### config.mk
export PLATFORM = sky130hd
export DESIGN_NAME = supply_command_framer_status_checker_unit
export DESIGN_NICKNAME = d
export VERILOG_FILES = /design/src/sv/scfsc_pkg.sv /design/src/sv/supply_command_framer_status_checker_unit.sv /design/src/sv/scfsc_front.sv /design/src/sv/scfsc_job_fifo.sv /design/src/sv/scfsc_back.sv
export SDC_FILE = /design/constraint.sdc
export NUM_CORES = 1
export LEC_CHECK = 0
export BUFFER_PORTS_ARGS = -buffer_cell sky130_fd_sc_hd__buf_2
export CAP_MARGIN = 10
export CORE_MARGIN = 3
export CORE_UTILIZATION = 34
export CTS_CLUSTER_DIAMETER = 150
export DETAILED_ROUTE_END_ITERATION = 10
export PLACE_DENSITY = 0.57
export SLEW_MARGIN = 40
export SYNTH_ARGS = -nofsm -noshare
export SYNTH_HDL_FRONTEND = slang
export SYNTH_SLANG_ARGS = --single-unit
### constraint.sdc
create_clock -name clk_i -period 5.83 [get_ports clk_i]
set_input_delay 0.8745 -clock clk_i [delete_from_list [all_inputs] [get_ports clk_i]]
set_output_delay 0.8745 -clock clk_i [all_outputs]
set_load 0.05 [all_outputs]
### src/sv/scfsc_pkg.sv
`default_nettype none

package scfsc_pkg;

  localparam int unsigned FRAME_BYTES = 26;
  localparam int unsigned IDX_W = $clog2(FRAME_BYTES);
  localparam logic [IDX_W-1:0] LAST_IDX = IDX_W'(FRAME_BYTES - 1);
  localparam logic [IDX_W-1:0] FIRST_PAYLOAD_IDX = IDX_W'(3);

  localparam int unsigned JOB_DEPTH_DEFAULT = 2;

  localparam logic [7:0] SYNC_BYTE         = 8'hAA;
  localparam logic [7:0] REPLY_TYPE_STATUS = 8'h12;
  localparam logic [7:0] RSP_OK            = 8'h80;
  localparam logic [7:0] RSP_SUM_ERROR     = 8'h90;
  localparam logic [7:0] RSP_BAD_PARAM     = 8'hA0;
  localparam logic [7:0] RSP_UNKNOWN_CMD   = 8'hB0;
  localparam logic [7:0] RSP_INVALID_CMD   = 8'hC0;
  localparam logic [7:0] CMD_SET_VOLTAGE   = 8'h23;
  localparam logic [7:0] CMD_SET_CURRENT   = 8'h24;
  localparam logic [15:0] TIMEOUT_RESET    = 16'd1000;

  typedef enum logic [1:0] {
    ACT_SEND = 2'd0,
    ACT_RX   = 2'd1,
    ACT_TICK = 2'd2
  } action_e;

  typedef enum logic [0:0] {
    CFG_DEVICE_ADDRESS = 1'b0,
    CFG_REPLY_TIMEOUT  = 1'b1
  } cfg_idx_e;

  typedef enum logic [3:0] {
    STAT_OK          = 4'd0,
    STAT_BAD_SUM     = 4'd1,
    STAT_NOT_STATUS  = 4'd2,
    STAT_REMOTE_SUM  = 4'd3,
    STAT_BAD_PARAM   = 4'd4,
    STAT_UNKNOWN_CMD = 4'd5,
    STAT_INVALID_CMD = 4'd6,
    STAT_OTHER       = 4'd7,
    STAT_TIMEOUT     = 4'd8
  } status_e;

  typedef struct packed {
    logic        is_frame;
    logic [7:0]  addr;
    logic [7:0]  cmd;
    logic [31:0] payload;
    status_e     code;
  } job_t;

endpackage

`default_nettype wire

### src/sv/supply_command_framer_status_checker_unit.sv
// Path: an accepted item that yields a job is written into the job queue; its first
// beat is then loaded into the output register when that register is free.
// Throughput: one item per cycle; a send yields 26 beats, one per cycle unless pop is
// held off, set by the frame emitter's byte counter. Received bytes and ticks are
// handled in the front end; a status report is one beat. Input stalls while the job queue is full.
// Reset: asynchronous, clears queue and reply state; address 0, timeout 1000.
`default_nettype none

module supply_command_framer_status_checker_unit import scfsc_pkg::*; #(
  parameter int unsigned JOB_DEPTH = JOB_DEPTH_DEFAULT
) (
  input  wire logic        clk_i,
  input  wire logic        rst_ni,
  input  wire logic        push,
  output logic             full,
  input  wire logic [1:0]  action_i,
  input  wire logic [7:0]  command_code_i,
  input  wire logic [31:0] payload_value_i,
  input  wire logic [7:0]  rx_byte_i,
  output logic             empty,
  input  wire logic        pop,
  output logic             result_kind_o,
  output logic [7:0]       tx_byte_o,
  output logic             last_of_frame_o,
  output logic [3:0]       status_code_o,
  output logic             command_accepted_o,
  input  wire logic        cfg_we_i,
  input  wire logic        cfg_idx_i,
  input  wire logic [15:0] cfg_wdata_i
);

  job_t job_w, job_r;
  logic job_push, job_pop, job_valid, job_full;

  assign full = job_full;

  scfsc_front u_front (
    .clk_i           (clk_i),
    .rst_ni          (rst_ni),
    .accept_i        (push && !job_full),
    .action_i        (action_i),
    .command_code_i  (command_code_i),
    .payload_value_i (payload_value_i),
    .rx_byte_i       (rx_byte_i),
    .cfg_we_i        (cfg_we_i),
    .cfg_idx_i       (cfg_idx_i),
    .cfg_wdata_i     (cfg_wdata_i),
    .job_o           (job_w),
    .job_push_o      (job_push)
  );

  scfsc_job_fifo #(
    .DEPTH (JOB_DEPTH)
  ) u_job_fifo (
    .clk_i   (clk_i),
    .rst_ni  (rst_ni),
    .push_i  (job_push),
    .wdata_i (job_w),
    .full_o  (job_full),
    .pop_i   (job_pop),
    .rdata_o (job_r),
    .valid_o (job_valid)
  );

  scfsc_back u_back (
    .clk_i              (clk_i),
    .rst_ni             (rst_ni),
    .job_i              (job_r),
    .job_valid_i        (job_valid),
    .job_pop_o          (job_pop),
    .empty              (empty),
    .pop                (pop),
    .result_kind_o      (result_kind_o),
    .tx_byte_o          (tx_byte_o),
    .last_of_frame_o    (last_of_frame_o),
    .status_code_o      (status_code_o),
    .command_accepted_o (command_accepted_o)
  );

endmodule

`default_nettype wire

### src/sv/scfsc_front.sv
`default_nettype none

module scfsc_front import scfsc_pkg::*; (
  input  wire logic        clk_i,
  input  wire logic        rst_ni,
  input  wire logic        accept_i,
  input  wire logic [1:0]  action_i,
  input  wire logic [7:0]  command_code_i,
  input  wire logic [31:0] payload_value_i,
  input  wire logic [7:0]  rx_byte_i,
  input  wire logic        cfg_we_i,
  input  wire logic        cfg_idx_i,
  input  wire logic [15:0] cfg_wdata_i,
  output job_t             job_o,
  output logic             job_push_o
);

  logic [7:0]       addr_q, addr_d;
  logic [15:0]      timeout_q, timeout_d;
  logic             awaiting_q, awaiting_d;
  logic [IDX_W-1:0] count_q, count_d;
  logic [7:0]       sum_q, sum_d;
  logic [7:0]       type_q, type_d;
  logic [7:0]       status_q, status_d;
  logic [15:0]      elapsed_q, elapsed_d;
  logic [15:0]      elapsed_inc;
  status_e          rx_code;

  always_comb begin
    if (sum_q != rx_byte_i) begin
      rx_code = STAT_BAD_SUM;
    end else if (type_q != REPLY_TYPE_STATUS) begin
      rx_code = STAT_NOT_STATUS;
    end else begin
      unique case (status_q)
        RSP_SUM_ERROR:   rx_code = STAT_REMOTE_SUM;
        RSP_BAD_PARAM:   rx_code = STAT_BAD_PARAM;
        RSP_UNKNOWN_CMD: rx_code = STAT_UNKNOWN_CMD;
        RSP_INVALID_CMD: rx_code = STAT_INVALID_CMD;
        RSP_OK:          rx_code = STAT_OK;
        default:         rx_code = STAT_OTHER;
      endcase
    end
  end

  assign elapsed_inc = (elapsed_q == 16'hFFFF) ? elapsed_q : elapsed_q + 16'd1;

  always_comb begin
    addr_d     = addr_q;
    timeout_d  = timeout_q;
    awaiting_d = awaiting_q;
    count_d    = count_q;
    sum_d      = sum_q;
    type_d     = type_q;
    status_d   = status_q;
    elapsed_d  = elapsed_q;
    job_push_o = 1'b0;
    job_o.is_frame = 1'b0;
    job_o.addr     = addr_q;
    job_o.cmd      = command_code_i;
    job_o.payload  = payload_value_i;
    job_o.code     = rx_code;

    if (cfg_we_i) begin
      unique case (cfg_idx_e'(cfg_idx_i))
        CFG_DEVICE_ADDRESS: addr_d = cfg_wdata_i[7:0];
        CFG_REPLY_TIMEOUT:  timeout_d = cfg_wdata_i;
        default: ;
      endcase
    end

    if (accept_i) begin
      unique case (action_e'(action_i))
        ACT_SEND: begin
          job_push_o     = 1'b1;
          job_o.is_frame = 1'b1;
          awaiting_d     = 1'b1;
          count_d        = '0;
          sum_d          = '0;
          type_d         = '0;
          status_d       = '0;
          elapsed_d      = '0;
        end
        ACT_RX: begin
          if (awaiting_q) begin
            if (count_q >= LAST_IDX) begin
              job_push_o = 1'b1;
              awaiting_d = 1'b0;
              count_d    = '0;
              sum_d      = '0;
              type_d     = '0;
              status_d   = '0;
              elapsed_d  = '0;
            end else begin
              sum_d   = sum_q + rx_byte_i;
              count_d = count_q + IDX_W'(1);
              if (count_q == IDX_W'(2)) type_d = rx_byte_i;
              if (count_q == IDX_W'(3)) status_d = rx_byte_i;
            end
          end
        end
        ACT_TICK: begin
          if (awaiting_q) begin
            if (elapsed_inc >= timeout_q) begin
              job_push_o = 1'b1;
              job_o.code = STAT_TIMEOUT;
              awaiting_d = 1'b0;
              count_d    = '0;
              sum_d      = '0;
              type_d     = '0;
              status_d   = '0;
              elapsed_d  = '0;
            end else begin
              elapsed_d = elapsed_inc;
            end
          end
        end
        default: ;
      endcase
    end
  end

  always_ff @(posedge clk_i or negedge rst_ni) begin
    if (!rst_ni) begin
      addr_q     <= '0;
      timeout_q  <= TIMEOUT_RESET;
      awaiting_q <= 1'b0;
      count_q    <= '0;
      sum_q      <= '0;
      type_q     <= '0;
      status_q   <= '0;
      elapsed_q  <= '0;
    end else begin
      addr_q     <= addr_d;
      timeout_q  <= timeout_d;
      awaiting_q <= awaiting_d;
      count_q    <= count_d;
      sum_q      <= sum_d;
      type_q     <= type_d;
      status_q   <= status_d;
      elapsed_q  <= elapsed_d;
    end
  end

  a_idle_clear: assert property (@(posedge clk_i) disable iff (!rst_ni)
    !awaiting_q |-> (count_q == '0 && elapsed_q == '0 && sum_q == '0))
    else $error("idle with reply state left over");

  a_send_waits: assert property (@(posedge clk_i) disable iff (!rst_ni)
    (accept_i && action_i == ACT_SEND) |=> (awaiting_q && count_q == '0))
    else $error("send did not restart the wait");

endmodule

`default_nettype wire

### src/sv/scfsc_job_fifo.sv
`default_nettype none

module scfsc_job_fifo import scfsc_pkg::*; #(
  parameter int unsigned DEPTH = JOB_DEPTH_DEFAULT
) (
  input  wire logic clk_i,
  input  wire logic rst_ni,
  input  wire logic push_i,
  input  job_t      wdata_i,
  output logic      full_o,
  input  wire logic pop_i,
  output job_t      rdata_o,
  output logic      valid_o
);

  localparam int unsigned PTR_W = (DEPTH > 1) ? $clog2(DEPTH) : 1;
  localparam int unsigned CNT_W = $clog2(DEPTH + 1);
  localparam logic [PTR_W-1:0] PTR_LAST = PTR_W'(DEPTH - 1);
  localparam logic [CNT_W-1:0] CNT_FULL = CNT_W'(DEPTH);

  job_t             mem_q [DEPTH];
  logic [PTR_W-1:0] wptr_q, wptr_d;
  logic [PTR_W-1:0] rptr_q, rptr_d;
  logic [CNT_W-1:0] cnt_q, cnt_d;
  logic             do_push, do_pop;

  assign full_o  = (cnt_q == CNT_FULL);
  assign valid_o = (cnt_q != '0);
  assign rdata_o = mem_q[rptr_q];
  assign do_push = push_i && !full_o;
  assign do_pop  = pop_i && valid_o;

  always_comb begin
    wptr_d = wptr_q;
    rptr_d = rptr_q;
    cnt_d  = cnt_q;
    if (do_push) wptr_d = (wptr_q == PTR_LAST) ? '0 : wptr_q + PTR_W'(1);
    if (do_pop)  rptr_d = (rptr_q == PTR_LAST) ? '0 : rptr_q + PTR_W'(1);
    if (do_push && !do_pop) cnt_d = cnt_q + CNT_W'(1);
    if (do_pop && !do_push) cnt_d = cnt_q - CNT_W'(1);
  end

  always_ff @(posedge clk_i) begin
    if (do_push) mem_q[wptr_q] <= wdata_i;
  end

  always_ff @(posedge clk_i or negedge rst_ni) begin
    if (!rst_ni) begin
      wptr_q <= '0;
      rptr_q <= '0;
      cnt_q  <= '0;
    end else begin
      wptr_q <= wptr_d;
      rptr_q <= rptr_d;
      cnt_q  <= cnt_d;
    end
  end

endmodule

`default_nettype wire

### src/sv/scfsc_back.sv
`default_nettype none

module scfsc_back import scfsc_pkg::*; (
  input  wire logic        clk_i,
  input  wire logic        rst_ni,
  input  job_t             job_i,
  input  wire logic        job_valid_i,
  output logic             job_pop_o,
  output logic             empty,
  input  wire logic        pop,
  output logic             result_kind_o,
  output logic [7:0]       tx_byte_o,
  output logic             last_of_frame_o,
  output logic [3:0]       status_code_o,
  output logic             command_accepted_o
);

  logic             out_valid_q, out_valid_d;
  logic             kind_q, kind_d;
  logic [7:0]       tx_q, tx_d;
  logic             last_q, last_d;
  logic [3:0]       code_q, code_d;
  logic             ok_q, ok_d;
  logic [IDX_W-1:0] idx_q, idx_d;
  logic [7:0]       sum_q, sum_d;
  logic             advance;
  logic [2:0]       plen;
  logic [IDX_W-1:0] off;
  logic [7:0]       pay_byte;
  logic [7:0]       frame_byte;

  assign advance = !out_valid_q || pop;
  assign off     = idx_q - FIRST_PAYLOAD_IDX;

  always_comb begin
    case (job_i.cmd)
      CMD_SET_VOLTAGE: plen = 3'd4;
      CMD_SET_CURRENT: plen = 3'd2;
      default:         plen = 3'd1;
    endcase
  end

  always_comb begin
    case (off[1:0])
      2'd0:    pay_byte = job_i.payload[7:0];
      2'd1:    pay_byte = job_i.payload[15:8];
      2'd2:    pay_byte = job_i.payload[23:16];
      default: pay_byte = job_i.payload[31:24];
    endcase
  end

  always_comb begin
    if (idx_q == '0) begin
      frame_byte = SYNC_BYTE;
    end else if (idx_q == IDX_W'(1)) begin
      frame_byte = job_i.addr;
    end else if (idx_q == IDX_W'(2)) begin
      frame_byte = job_i.cmd;
    end else if (idx_q == LAST_IDX) begin
      frame_byte = sum_q;
    end else if (idx_q >= FIRST_PAYLOAD_IDX && off < IDX_W'(plen)) begin
      frame_byte = pay_byte;
    end else begin
      frame_byte = 8'h00;
    end
  end

  always_comb begin
    out_valid_d = out_valid_q;
    kind_d      = kind_q;
    tx_d        = tx_q;
    last_d      = last_q;
    code_d      = code_q;
    ok_d        = ok_q;
    idx_d       = idx_q;
    sum_d       = sum_q;
    job_pop_o   = 1'b0;
    if (advance) begin
      out_valid_d = job_valid_i;
      if (job_valid_i) begin
        if (job_i.is_frame) begin
          kind_d = 1'b0;
          tx_d   = frame_byte;
          last_d = (idx_q == LAST_IDX);
          code_d = STAT_OK;
          ok_d   = 1'b0;
          if (idx_q == LAST_IDX) begin
            idx_d     = '0;
            sum_d     = '0;
            job_pop_o = 1'b1;
          end else begin
            idx_d = idx_q + IDX_W'(1);
            sum_d = sum_q + frame_byte;
          end
        end else begin
          kind_d    = 1'b1;
          tx_d      = 8'h00;
          last_d    = 1'b0;
          code_d    = job_i.code;
          ok_d      = (job_i.code == STAT_OK);
          job_pop_o = 1'b1;
        end
      end
    end
  end

  always_ff @(posedge clk_i or negedge rst_ni) begin
    if (!rst_ni) begin
      out_valid_q <= 1'b0;
      idx_q       <= '0;
      sum_q       <= '0;
    end else begin
      out_valid_q <= out_valid_d;
      idx_q       <= idx_d;
      sum_q       <= sum_d;
    end
  end

  always_ff @(posedge clk_i) begin
    kind_q <= kind_d;
    tx_q   <= tx_d;
    last_q <= last_d;
    code_q <= code_d;
    ok_q   <= ok_d;
  end

  assign empty              = !out_valid_q;
  assign result_kind_o      = kind_q;
  assign tx_byte_o          = tx_q;
  assign last_of_frame_o    = last_q;
  assign status_code_o      = code_q;
  assign command_accepted_o = ok_q;

  a_frame_holds_job: assert property (@(posedge clk_i) disable iff (!rst_ni)
    (idx_q != '0) |-> (job_valid_i && job_i.is_frame))
    else $error("frame in progress without its job");

  a_last_beat: assert property (@(posedge clk_i) disable iff (!rst_ni)
    (advance && job_valid_i && job_i.is_frame && idx_q == LAST_IDX)
      |=> (out_valid_q && last_q && idx_q == '0))
    else $error("closing frame beat not flagged");

endmodule

`default_nettype wire
# == Word-level counts from Yosys, hierarchy flattened ==
# Memory sizes are Yosys's and may differ from the RTL's.
# Index checks and enable logic that the tools add are counted.
# Widths: inputs -> output; s select.
# classes
addsub,10
order_cmp,4
n_eq_ne,26
n_mux,64
n_bitwise,1
n_reduce_logical,27
# op_table
operator,n
$mux 8,16
$pmux 8 s3,4
$mux 16,5
$pmux 16 s3,1
$eq 8x8->1 const B,5
$mux 5,5
$mux 4,6
$mux 1,20
$add 16x1->16 const B,1
$add 8x8->8,2
$eq 16x16->1 const B,1
$eq 8x6->1 const B,2
$ge 16x16->1,1
$eq 5x2->1 const B,3
$pmux 3 s5,1
$pmux 5 s3,1
$reduce_and 6->1,2
$add 5x1->5 const B,2
$reduce_and 5->1,2
$ne 2x1->1 const B,4
$ne 8x5->1 const B,1
$ne 8x8->1,1
$reduce_and 2->1,4
$eq 2x2->1 const B,3
other kinds (24),39
# totals
regBits,103
ramBits,106
inputBits,72
output_inout_bits,17
wordCells,152
mem_count,1
# memory_table
memory,depth,word_bits,rd,rd_ports_with_merged_regs,wr,line_no,text
u_job_fifo.mem_q,2,53,1,0,1,scfsc_job_fifo.sv:21,job_t mem_q [DEPTH];

# == Depth between registers and ports, before layout ==
# Gate-level depths: netlist of the first run.
# An unclocked memory read counts as a cell.
# logic_depth
word_depth,12
ltp_mapped,23
mapped_depth_nobuf,21

# == By module ==
# Synthesis of the first run repeated with hierarchy kept, for this count alone.
# unflattened
cells_unflattened,862
hier_area_um2,10841.6
# modules_own_cells
module,n_inst,cells_per_inst,area_per_inst_um2,seq_area_each_um2
scfsc_front,1,447,4474.3,1759.2
scfsc_job_fifo,1,183,4230.3,3283.1
scfsc_back,1,231,2123.3,800.8
supply_command_framer_status_checker_unit,1,1,13.8,0.0

# == Least setup slack after synthesis of the first run ==
# Ideal clock, no wire load.
# synth_timing
path_kind,register to register
from,register u_front.elapsed_q[0]
to,"memory u_job_fifo.mem_q[0][0] in the netlist's numbering, enable pin"
setup_time_ns,0.464
arrival_ns,4.979
required_ns,5.366
setup_slack_ns,0.387
stages_incl_launch_ff,16
path_buffers,2
synth_period_minus_slack_ns,5.443
cell_sequence,dfrtp_1 -> ha_1 -> nand3_1 -> nor4_4 -> nand2b_1 -> buf_2 -> and3_1 -> xor2_1 -> ha_1 -> o2111ai_1 -> a21oi_1 -> or2_2 -> buf_2 -> a41o_1 -> nand2_1 -> nor2_1
# synth_via
elab_chain_len,10
word_cells_on_any_way,11
cone_classes,add/sub: 1; order compare: 1; eq/ne: 1; mux: 7; reduce/logical: 1
# synth_lines
element,line_no,text
"start, declared",scfsc_front.sv:25,"logic [15:0] elapsed_q, elapsed_d;"
"start signal, assigned",scfsc_front.sv:141,elapsed_q <= elapsed_d;
$add 16x1->16 / $eq 16x16->1 (equally long branches),scfsc_front.sv:46,assign elapsed_inc = (elapsed_q == 16'hFFFF) ? elapsed_q : elapsed_q + 16'd1;
$mux 16 (*),scfsc_front.sv:46,
$ge 16x16->1 (*),scfsc_front.sv:104,if (elapsed_inc >= timeout_q) begin
$mux 1 (*),scfsc_front.sv:104,
$mux 1 (*),scfsc_front.sv:103,if (awaiting_q) begin
$pmux 1 s3 (*),scfsc_front.sv:73,unique case (action_e'(action_i))
$mux 1 (*),scfsc_front.sv:72,if (accept_i) begin
$logic_and 1x1->1 (*),scfsc_job_fifo.sv:30,assign do_push = push_i && !full_o;
$mux 1 (*),scfsc_job_fifo.sv:44,if (do_push) mem_q[wptr_q] <= wdata_i;
$mux 1 (implied by the code) (*),scfsc_job_fifo.sv:44,
"end, declared",scfsc_job_fifo.sv:21,
# Every way passes the cells marked *; elsewhere a longest branch is shown, timed or not.

# == Worst setup path after layout of the first run ==
# layout_timing
from,register u_job_fifo.rptr_q
to,register u_back.sum_q[7]
# layout_via
elab_chain_len,12
word_cells_on_any_way,15
cone_classes,add/sub: 1; order compare: 1; eq/ne: 2; mux: 8; reduce/logical: 2; memory: 1
# layout_lines
element,line_no,text
"start, declared",scfsc_job_fifo.sv:23,"logic [PTR_W-1:0] rptr_q, rptr_d;"
"start signal, assigned",scfsc_job_fifo.sv:54,rptr_q <= rptr_d;
$mem_v2 2x53 (*),--,
$eq 8x6->1,scfsc_back.sv:36,case (job_i.cmd)
$pmux 3 s2,scfsc_back.sv:36,
$lt 5x3->1,scfsc_back.sv:61,end else if (idx_q >= FIRST_PAYLOAD_IDX && off < IDX_W'(plen)) begin
$logic_and 1x1->1,scfsc_back.sv:61,
$mux 8,scfsc_back.sv:61,
$mux 8,scfsc_back.sv:59,end else if (idx_q == LAST_IDX) begin
$mux 8,scfsc_back.sv:57,end else if (idx_q == IDX_W'(2)) begin
$mux 8 (*),scfsc_back.sv:55,end else if (idx_q == IDX_W'(1)) begin
$mux 8 (*),scfsc_back.sv:53,if (idx_q == '0) begin
net u_back.frame_byte[1],scfsc_back.sv:30,logic [7:0] frame_byte;
$add 8x8->8 (*),scfsc_back.sv:93,sum_d = sum_q + frame_byte;
$mux 8 (*),scfsc_back.sv:87,if (idx_q == LAST_IDX) begin
"end signal, assigned",scfsc_back.sv:115,sum_q <= sum_d;
"end, declared",scfsc_back.sv:25,"logic [7:0] sum_q, sum_d;"
# The timed path passes the listed nets; every way through them passes the cells marked *.
# A chain may end at the register's enable or synchronous reset.

==> flow_results.org, run 1 <==
** Yosys
- Post-Synthesis Cell Area :: 0.0104 mm2
- Summed over all instances, the cell type with the most area after synthesis is edfxtp_1.
- For this run, asynchronously set or reset flops after synthesis account for 42.1%.
- In the synthesized netlist the dominant register cell turns out to be edfxtp_1.
- The number of nets handed over by synthesis was 963.
- A synthesized cell averages 12.4 um2.
- Top post-synthesis cells by area :: edfxtp_1 (35%), dfrtp_1 (20%), ha_1 (5.8%)
- Post-synth top cells :: edfxtp_1 (121), dfrtp_1 (82), nand2_1 (67), inv_1 (54), ha_1 (48)
- Sequential element share of the synthesized area :: ~56%
- In the synthesized netlist, the number of instances is 841.
- Number of synthesized flops with an enable pin :: 121
- Library cell with the highest instance count after synthesis :: edfxtp_1
- Area share of the leading cell type in the synthesized netlist :: between 30% and 40%
- Synthesis inferred between 200 and 250 register bits.
- Yosys Warn Count :: 0
- The synthesized netlist contains 79 unique library cells.

** Flow run
- Number of maximum-capacitance violations :: 0

** Worst setup path
- Data on the critical path is required at its endpoint by 6.25 ns.
- Critical setup path kind :: reg -> reg
- The signal on the critical path passes through inv_1 -> nor4_1 -> o21ai_0 -> ha_1 -> nor4bb_1 -> a32oi_1 -> o41ai_4 -> nor2_4 -> a221o_1 -> a31oi_4 -> inv_1 -> ha_1 -> a21o_1 -> a211oi_1 -> o21ai_0 -> o211ai_1 -> xnor2_1 -> nor2_1 -> a221o_1.
- The worst setup path is launched from a flip-flop.
- Kind of end point of the critical path :: flip-flop
- Family with the most delay on the worst path :: compound AO/OA/AOI/OAI gates
- The number of buffers and inverters on the critical path is 2.
- Arrival time of the worst setup path :: between 5 and 6 ns
- CP max stage cell :: dfrtp_2
- Biggest fanout along the worst timing path :: 29
- The largest single stage delay on the critical path is 0.75 ns.

** Timing
- Setup repair after global routing left no endpoint under its margin.
- The clock arrives with 0.0188 ns of skew.
- For the final routed database, the setup TNS stands at 0 ns.
- The worst path uses 85.2% of the clock period.
- Max-Slew Margin vs Limit :: 44.7%
- For the pin with the worst max-slew slack, the measured transition is a little over 0.8 ns.
- Final min period :: 4.97 ns
- Final setup violation count :: 0
- Final hold violations :: 0
- Number of max-slew violations in the final report :: 0
- Fmax achieved :: 201 MHz

** Global route
- Remaining global-route overflow :: 0
- First-pass GRT wire length :: 37,800 um
- Antenna violations before repair :: 1
- In the global route stage, overall resource usage came out at around 14%.
- Maximum number of pins on one net before global-route repair :: 54
- The via count of the first global-routing pass came to 7,028.

** Min path
- The tightest min-delay check is of the in -> async type.

** Placed design
- After legalization and detailed placement, the total HPWL measured 16,900 um.
- Number of buffer cells added on primary ports :: between 80 and 90
- Routability-driven placement finished with a final weighted congestion of between 0.8 and 0.9.
- The number of placed instances, taps included, is 1,294.
- Area after detailed placement :: 0.0112 mm2

** CTS
- # resized after CTS :: 0
- Hold buffers post-CTS :: 0
- The tree is rooted in a clkbuf_16.
- Clock transition time at the flip-flop clock pins of the worst setup and hold paths :: 0.06 ns
- H-tree lvl count :: 1
- CTS Sinks :: 209
- Number of buffers on the longest clock path :: 3
- TritonCTS built the clock tree.
- Once the clock tree was built, the setup fixing pass inserted 0 buffers.
- For the worst-skew pair, the clock arrives at the later sink with an insertion delay of about 0.54 ns.
- Total clock buffers created by CTS :: 25

** Power
- Leakage dissipation :: approximately 0.0050 uW
- Peak supply drop :: 194 uV
- Power spread over the standard cell area amounts to 423 mW/mm2.
- Total power draw :: just over 5000 uW

** Floorplan
- Die Outline Area :: 0.0328 mm2
- The initial utilization of the core area, before any placement, comes to 34.8%.
- Die outline height :: 181 um
- For this design the top-level I/O count stands at just under 90.
- Horizontal extent of the die :: 181 um
- In this run the standard cell core region covers 0.0299 mm2.
- Placement Rows :: 63

** Layout
- Post-layout instance area :: 0.0121 mm2
- Compared with the post-synthesis result, the final layout area differs by 16.0%.
- Antenna diode count :: 0
- Number of standard cells in the layout, taps in and fillers out :: 1,340
- Of the cells placed in the final design, the portion with a size suffix greater than 1 is 21.6%.
- Final-stage net count :: about 1,100

** Drt
- Per-cell routed wire length :: 17.5 um
- Vias per Instance :: 5.15
- For this block, the initial DRC count from the detailed router was 442.
- Routed via count :: 6,902
- Detailed-route wire length :: 23,400 um
- The count of nets left with antenna violations once routing finished came out at 0.
- Drt pass-1 iters :: 6
- Total DRC errors in the routed layout :: 0

** Status
- The flow ran to the end, and the final reports show no timing, DRC or antenna violations.
worst paths after layout:
path,slack (ns),from,cells after the start,to
min in group clk_i,0.46,u_front.addr_q[2]$_DFFE_PN0P_,0,u_job_fifo.mem_q[0][46]$_DFFE_PP_
worst max register to register,0.86,u_job_fifo.rptr_q$_DFFE_PN0P_,19,u_back.sum_q[7]$_DFFE_PN0P_
worst min register to register,0.46,u_front.addr_q[2]$_DFFE_PN0P_,0,u_job_fifo.mem_q[0][46]$_DFFE_PP_
worst max-delay path,0.86,u_job_fifo.rptr_q$_DFFE_PN0P_,19,u_back.sum_q[7]$_DFFE_PN0P_
max in group asynchronous,4.54,rst_ni,2,u_front.timeout_q[9]$_DFFE_PN1P_
worst min-delay path,0.31,rst_ni,1,u_back.sum_q[2]$_DFFE_PN0P_
power breakdown:
part	switching (uW)	internal [uW]
clock	616	924
combinational	964	606
sequential	197	1800
total	1780	3330
stage by stage:
stage	hold slack (ns)	setup slack [ns]	utilization [%]
6_report	0.311	0.863	40.4
3_5_place_dp	0.457	0.861	37.6
2_1_floorplan	0.437	0.387	-
4_1_cts	0.434	0.829	40.4
3_3_place_gp	0.448	1.02	37.6
5_1_grt	0.339	0.442	40.4
flip-flops by register name, indices dropped and copies added (netlist names), 2 cells and up:
signal	flops
u_job_fifo.mem_q	106
u_front.elapsed_q	16
u_front.timeout_q	16
u_back.sum_q	8
u_back.tx_byte_o	8
u_front.addr_q	8
u_front.status_q	8
u_front.sum_q	8
u_front.type_q	8
u_back.idx_q	5
u_front.count_q	5
u_back.status_code_o	4
u_job_fifo.cnt_q	2
layer usage:
metal  GRT usage, %  share of wire, %  vias up
met4           3.53               2.3        2
li1               -                 -     3343
met2           24.5                49      109
met5              0             0.030        -
met3           2.28               3.6       38
met1           18.8                45     3410
placed cells by master (no fill, tap or decap), types with 17 or more instances in the layout:
| cell type | Yosys | routed |
|---|---|---|
| a21oi_1 | 24 | 23 |
| o21ai_0 | 41 | 40 |
| nor2_1 | 42 | 41 |
| a22o_1 | 17 | 17 |
| nand3_1 | 22 | 22 |
| edfxtp_1 | 121 | 121 |
| ha_1 | 48 | 47 |
| clkbuf_16 | 0 | 25 |
| mux2i_1 | 23 | 23 |
| buf_2 | 9 | 87 |
| dfrtp_1 | 82 | 81 |
| mux2_2 | 30 | 30 |
| nand2_1 | 67 | 67 |
| inv_1 | 54 | 54 |
layout make-up:
| cell class | instances | area (um2) |
|---|---|---|
| fill | 2866 | 17800 |
| sequential | 209 | 5840 |
| multi-input combinational | 546 | 4200 |
| clock buffer | 34 | 689 |
| timing repair buffer | 95 | 512 |
| tap | 390 | 488 |
| inverter | 54 | 203 |
| clock inverter | 12 | 138 |
cells by family (layout without fill, tap and decap cells):
| logic type | Yosys count | after routing | synth area share, % |
|---|---|---|---|
| xor+xnor | 27 | 27 | 2.27 |
| buf+inv | 86 | 195 | 3.75 |
| simple gates | 227 | 227 | 11.6 |
| mux | 58 | 58 | 6.54 |
| flops | 209 | 209 | 56.1 |
| compound gates | 184 | 184 | 13.6 |
| fa+ha+maj | 50 | 50 | 6.15 |
Note: power is estimated with default switching activity, not from simulation.
==> run 2: changes to the inputs <==
CORE_MARGIN = default   (was 3)
==> flow_results.org, run 2 (synthesized netlist as in run 1, its figures left out) <==
** CTS
- In this run, post-CTS repair resized a total of 0 instances.
- Clock tree synthesis selected as its root buffer the cell clkbuf_16.
- TritonCTS built the clock tree.
- Clock-pin slew was measured on the worst setup and hold paths at roughly 0.06 ns.
- Buffers inserted to repair hold after CTS numbered 0.
- The number of clock buffers added by TritonCTS is 25.
- Clock Latency Late Sink :: 0.53 ns
- Once the clock tree was built, the setup fixing pass inserted 0 buffers.
- CTS built an H-tree with a depth of 1.
- Clock tree synthesis found a total of 209 sinks.
- Number of buffers on the longest clock path :: 3

** Floorplan
- Area of the core :: 0.0299 mm2
- Horizontal extent of the die :: 177 um
- Once the floorplan was initialized, standard cells occupied 34.8% of the core.
- The floorplan step defined a die boundary enclosing 0.0313 mm2.
- Die outline height :: 177 um
- Placement Rows :: 63
- 89 I/O pins were placed.

** Timing
- Setup repair after global routing left no endpoint under its margin.
- Setup total negative slack on the finished layout was measured at 0 ns.
- At the pin with the least slew margin, the transition time is 0.800 ns.
- Number of max-slew violations in the final report :: 0
- Clock skew on the completed layout was measured at between 0.02 and 0.03 ns.
- Final setup violation count :: 0
- The count of endpoints failing hold in the final timing report is 0.
- Fmax achieved :: 202 MHz
- The smallest clock period supported by the final layout is computed as 4.95 ns.
- Fin crit share :: 84.9%
- Max-Slew Margin vs Limit :: a little under half

** Drt
- Routed via count :: between 6,000 and 7,000
- The first TritonRoute pass finished after 5 iterations.
- Summed over all layers, the routed wires come to 23,500 um.
- After detailed routing, the number of vias per cell comes to 5.06.
- Number of antenna-violating nets in the routed design :: 0
- Iter 0 DRT Violations :: 492
- Per-cell routed wire length :: about 18 um
- For this run, design rule violations remaining after detail routing come to 0.

** Placed design
- Routability congestion estimate from global placement :: 0.831
- Detailed placement ended at an HPWL of 16,700 um.
- Number of buffer cells added on primary ports :: 88

** Worst setup path
- CP max stage cell :: dfrtp_2
- The worst setup path is of the reg -> reg kind.
- STA puts the critical path data required time at 6.23 ns.
- Kind of start point of the critical path :: flip-flop
- Kind of end point of the critical path :: flip-flop
- For this run, the slowest stage of the critical path takes roughly 0.76 ns.
- Biggest fanout along the worst timing path :: 29
- Critical Path, Cell by Cell :: inv_1 -> nor4_1 -> o21ai_0 -> ha_1 -> nor4bb_1 -> a32oi_1 -> o41ai_4 -> nor2_4 -> a221o_1 -> a31oi_4 -> inv_1 -> ha_1 -> a21o_1 -> a211oi_1 -> o21ai_0 -> o211ai_1 -> xnor2_1 -> nor2_1 -> a221o_1
- Arrival time of the worst setup path :: 5.35 ns

** Power
- Total power draw :: 5060 uW
- Peak supply drop :: 215 uV
- Areal power density over the cells :: around 420 mW/mm2
- For this design the static power due to leakage is 0.00496 uW.

** Global route
- After global routing the overflow that remains totals 0.
- The first global-routing pass estimated 37,500 um of wire.
- Maximum number of pins on one net before global-route repair :: 65
- Antenna violations before repair :: 0
- Overall routing resource usage :: 15.4%
- The via count of the first global-routing pass is 6,868.

** Layout
- The register with the most flip-flops in the layout has ~110 of them.
- Most common cell after layout, fill and taps aside :: edfxtp_1
- Antenna diode count :: 0
- In the final layout, the share of cells above drive strength 1 is between 20% and 30%.
- The largest registers in the layout are u_job_fifo.mem_q x106, u_front.elapsed_q x16, u_front.timeout_q x16.
- Most used cells in the layout excluding fill and tap cells :: edfxtp_1 (121), buf_2 (87), dfrtp_1 (81), nand2_1 (67), inv_1 (54)
- Area added between synthesis and finish :: 15.5%
- Largest reg by FF count :: u_job_fifo.mem_q
- Final-stage net count :: 1,052

** Status
- The flow ran to the end, and the final reports show no timing, DRC or antenna violations.

** Min path
- Min-delay worst type :: in -> async

** Flow run
- Number of maximum-capacitance violations :: 0
[run 2: path summary, 6_finish.rpt]
path                                               start                           endpoint  slack [ns]  depth (start not counted)
max                        u_job_fifo.rptr_q$_DFFE_PN0P_        u_back.sum_q[7]$_DFFE_PN0P_        0.88                         19
min                                               rst_ni        u_back.idx_q[1]$_DFFE_PN0P_        0.29                          1
max reg2reg                u_job_fifo.rptr_q$_DFFE_PN0P_        u_back.sum_q[7]$_DFFE_PN0P_        0.88                         19
min reg2reg                u_front.addr_q[5]$_DFFE_PN0P_  u_job_fifo.mem_q[1][49]$_DFFE_PP_        0.47                          0
max in group asynchronous                         rst_ni   u_front.timeout_q[1]$_DFFE_PN0P_        4.58                          2
min in group clk_i         u_front.addr_q[5]$_DFFE_PN0P_  u_job_fifo.mem_q[1][49]$_DFFE_PP_        0.47                          0
[run 2: metal layers]
metal,track usage [%],vias to the layer above,part of all wire [%]
li1,-,3345,-
met1,20.0,3315,45
met2,26.7,97,50
met3,2.34,23,3.6
met4,4.06,0,1.6
met5,0,-,0
[run 2: power breakdown]
group / switching, uW / leakage, uW / internal [uW]
sequential: 205 / 0.00223 / 1810
clock: 607 / 0.000384 / 876
combinational: 967 / 0.00234 / 602
total: 1780 / 0.00496 / 3280
[run 2: critical path, delay by kind of cell (launching register included)]
kind	cells	cell delay [ns]
compound gates	10	2.21
xor+xnor	1	0.17
fa+ha+maj	2	0.60
buf+inv	2	0.32
flops	1	0.76
simple gates	4	0.77
[run 2: area by class of cell]
| cell class | instances | area, um2 |
|---|---|---|
| sequential | 209 | 5840 |
| inverter | 54 | 203 |
| clock buffer | 33 | 687 |
| timing repair buffer | 94 | 504 |
| multi-input combinational | 546 | 4200 |
| tap | 390 | 488 |
| fill | 2845 | 17800 |
| clock inverter | 13 | 98.8 |
[run 2: per-stage QoR]
stage	hold WS, ns	std cells	instance area [um2]	setup WS [ns]	util [%]
after CTS	0.287	1339	12000	0.846	40.2
after global routing	0.315	1339	12000	0.480	40.3
after floorplan	0.437	841	10400	0.387	-
after detailed placement	0.455	1293	11200	0.889	37.6
final	0.291	1339	12000	0.882	40.3
after global placement	0.446	1293	11200	1.01	37.6
==> run 3: changes to the inputs <==
PLACE_DENSITY = 0.55   (was 0.57)
clock period = 4.9 ns   (was 5.83 ns; I/O delays follow)
==> flow_results.org, run 3 (synthesized netlist as in run 1, its figures left out) <==
** Status
- The flow ran to the end, and the final reports show no timing, DRC or antenna violations.

** Worst setup path
- Reg2reg start :: u_job_fifo.rptr_q$_DFFE_PN0P_
- Measured in cells, the most critical reg-to-reg path has a length of 19.
- Endpoint of the most critical register-to-register path :: u_back.sum_q[7]$_DFFE_PN0P_
- Critical path required time :: approximately 5.3 ns
- The signal on the critical path passes through nor4b_4 -> a22o_1 -> o21ai_0 -> ha_1 -> nor4bb_4 -> a32oi_1 -> o41ai_4 -> nor2_4 -> a221o_1 -> a31oi_4 -> inv_1 -> ha_1 -> a21o_1 -> a211oi_2 -> o21ai_0 -> o211ai_1 -> xnor2_1 -> nor2_1 -> a221o_1.
- In this design, the stage delay of the slowest critical-path cell is 0.52 ns.
- The worst setup path is launched from a flip-flop.
- The slowest stage of the critical path belongs to the cell dfrtp_4.
- The setup path with the least slack is of type reg -> reg.
- Biggest fanout along the worst timing path :: 7
- Kind of end point of the critical path :: flip-flop
- Critical path buffers and inverters :: 1
- At the worst endpoint, the arrival time is 5.07 ns.
- The worst register-to-register path has a setup slack of 0.23 ns.
- Broken down by cell family, the worst path's largest delay share belongs to compound AO/OA/AOI/OAI gates.

** Power
- The completed layout was analyzed and its total power is just over 6000 uW.
- Combinational logic burns 33.4% of the power.
- Switching power summed over all nets :: between 2000 and 2500 uW
- Leakage dissipation :: 0.00504 uW
- Seq pwr share :: 38.8%
- Switching part of the total :: 35.1%
- Across the VDD grid, the largest voltage drop is 275 uV.
- Areal power density over the cells :: 497 mW/mm2
- In this run, the clock network consumes 27.9% of the power.
- Internal power comes to 3930 uW.

** Timing
- At the pin with the least slew margin, the transition time is ~0.75 ns.
- Fin Clk Skew :: 0.0116 ns
- Final hold violations :: 0
- Number of max-slew violations in the final report :: 0
- Setup total negative slack on the finished layout was measured at 0 ns.
- Derived from the worst setup path, the maximum achievable clock frequency is 214 MHz.
- Final setup violation count :: 0
- Fin crit share :: 95.3%
- The worst pin sits at a relative slew slack of 50.1%.
- Final min period :: about 4.7 ns

** Global route
- Overall routing resource usage :: 15.2%
- The via count of the first global-routing pass is 6,856.
- Entering global routing, the biggest net connects 65 pins.
- Antenna violations before repair :: 1
- First-pass GRT wire length :: 37,300 um
- The total overflow left after global routing is 0.

** Floorplan
- The initialized floorplan defines 63 standard-cell rows.
- Horizontal extent of the die :: 177 um
- Area of the core :: 0.0299 mm2
- # IOs :: 89
- The floorplan step defined a die boundary enclosing roughly 0.031 mm2.
- For this configuration, the core starts out at a cell density of 34.8%.
- Die outline height :: 177 um

** CTS
- Clock tree synthesis found a total of 209 sinks.
- The clock passes through at most 3 buffers.
- Hold repair after CTS inserted 0 buffers.
- CTS tree :: done
- Clock Latency Late Sink :: 0.51 ns
- Total clock buffers created by CTS :: 25
- The tree is rooted in a clkbuf_16.
- H-tree lvl count :: 1
- Clock transition time at the flip-flop clock pins of the worst setup and hold paths :: around 0.06 ns

** Drt
- Vias per Instance :: 5.07
- For this run, design rule violations remaining after detail routing come to 0.
- Number of antenna-violating nets in the routed design :: 0
- Iter 0 DRT Violations :: 513
- The first TritonRoute pass finished after 5 iterations.
- Detailed-route wire length :: 23,600 um
- For this block, the via count after detailed routing is 6,856.
- After detailed routing, the average wire length per cell comes to around 17 um.

** Layout
- In the final layout, the registers with the most flip-flops are u_job_fifo.mem_q x106, u_front.elapsed_q x16, u_front.timeout_q x16.
- Filler Cell Count :: 2,818
- The post-route netlist has 22.5% of its cells at a drive strength greater than 1.
- Largest reg by FF count :: u_job_fifo.mem_q
- Compared with the post-synthesis result, the final layout area differs by 16.8%.
- Most used cells in the layout excluding fill and tap cells :: edfxtp_1 (121), buf_2 (88), dfrtp_1 (81), nand2_1 (67), inv_1 (54)
- Final core utilization :: between 40% and 50%
- The library cell used most frequently in the layout, excluding fill and tap cells, is edfxtp_1.
- Max reg flops :: 106
- The finished layout holds 1,353 standard cells, fillers aside.
- Final-stage net count :: 1,068
- Across the whole layout, storage elements account for 0.00585 mm2.
- Area taken by multi-input logic gates :: 0.00423 mm2

** Placed design
- Post-detail-place hpwl :: 17,000 um
- The congestion estimate from routability-driven global placement came to 0.859.
- Number of cells after detailed placement :: 1,304
- The count of buffers added on input and output ports is 88.

** Min path
- In this run the worst hold path is classified as in -> async.

** Flow run
- Number of maximum-capacitance violations :: 0
-- run 3: changes by cell type in the layout (fill, tap and decap cells not counted), moves of 2 or more --
cell and change:
clkinv_1 -2, buf_4 +13, clkbuf_8 +2, clkinv_2 -2
clkinv_4 +2, inv_6 -3
-- run 3: how the worst max path moves through the flow --
stage | startpoint | to | slack (ns) | depth (start not counted)
after floorplan | u_front.elapsed_q[0]$_DFFE_PN0P_ | u_job_fifo.mem_q[0][0]$_DFFE_PP_ | 0.34 | 15
after global placement | u_job_fifo.rptr_q$_DFFE_PN0P_ | u_back.sum_q[7]$_DFFE_PN0P_ | 0.32 | 19
after detailed placement | u_job_fifo.rptr_q$_DFFE_PN0P_ | u_back.sum_q[6]$_DFFE_PN0P_ | 0.23 | 21
after CTS | u_job_fifo.rptr_q$_DFFE_PN0P_ | u_back.sum_q[7]$_DFFE_PN0P_ | 0.18 | 19
after global routing | u_job_fifo.rptr_q$_DFFE_PN0P_ | u_back.sum_q[7]$_DFFE_PN0P_ | -0.05 | 19
final | u_job_fifo.rptr_q$_DFFE_PN0P_ | u_back.sum_q[7]$_DFFE_PN0P_ | 0.23 | 19
-- run 3: area by class of cell --
| type | instances | share of cell area, % |
|---|---|---|
| tap | 390 | 4.01 |
| timing repair buffer | 110 | 5.36 |
| clock inverter | 8 | 0.401 |
| sequential | 209 | 48.1 |
| inverter | 54 | 1.67 |
| antenna | 1 | 0.0206 |
| clock buffer | 35 | 5.70 |
| multi-input combinational | 546 | 34.8 |
-- run 3: timing repair --
item | CTS | global route
setup endpoints to repair | 0 | 3
endpoints found under the hold margin | 0 | 0
setup buffers | 0 | 4
resized for setup | 0 | 5
-- run 3: power by group through the flow --
stage	sequential (uW)	combinational, uW	clock (uW)
final	2350	2020	1680
after global routing	2380	2210	1800
after CTS	2360	1980	1730
after detailed placement	2390	1970	0
after global placement	2380	1970	0
after floorplan	2470	1360	0
-- run 3: metal layers --
layer / vias to the layer above / track usage [%] / routed length (um)
li1: 3367 / - / -
met1: 3329 / 20.2 / 10800
met2: 123 / 25.4 / 11300
met3: 37 / 2.02 / 730
met4: 0 / 5.32 / 795
met5: - / 0 / 0
-- run 3: worst reg2reg max path, stage by stage (launching register included) --
cell      delay (ns)
dfrtp_4         0.52
nor4b_4         0.32
a22o_1          0.19
o21ai_0         0.09
ha_1            0.32
nor4bb_4        0.29
a32oi_1         0.13
o41ai_4         0.48
nor2_4          0.10
a221o_1         0.35
a31oi_4         0.21
inv_1           0.07
ha_1            0.27
a21o_1          0.20
a211oi_2        0.27
o21ai_0         0.13
o211ai_1        0.12
xnor2_1         0.16
nor2_1          0.07
a221o_1         0.26
-- run 3: stage by stage --
stage	instance area, um2	hold slack, ns	setup slack [ns]
2_1_floorplan	10400	0.437	0.341
3_3_place_gp	11300	0.446	0.316
3_5_place_dp	11300	0.454	0.231
4_1_cts	12100	0.238	0.184
5_1_grt	12200	0.264	-0.0455
6_report	12200	0.212	0.232
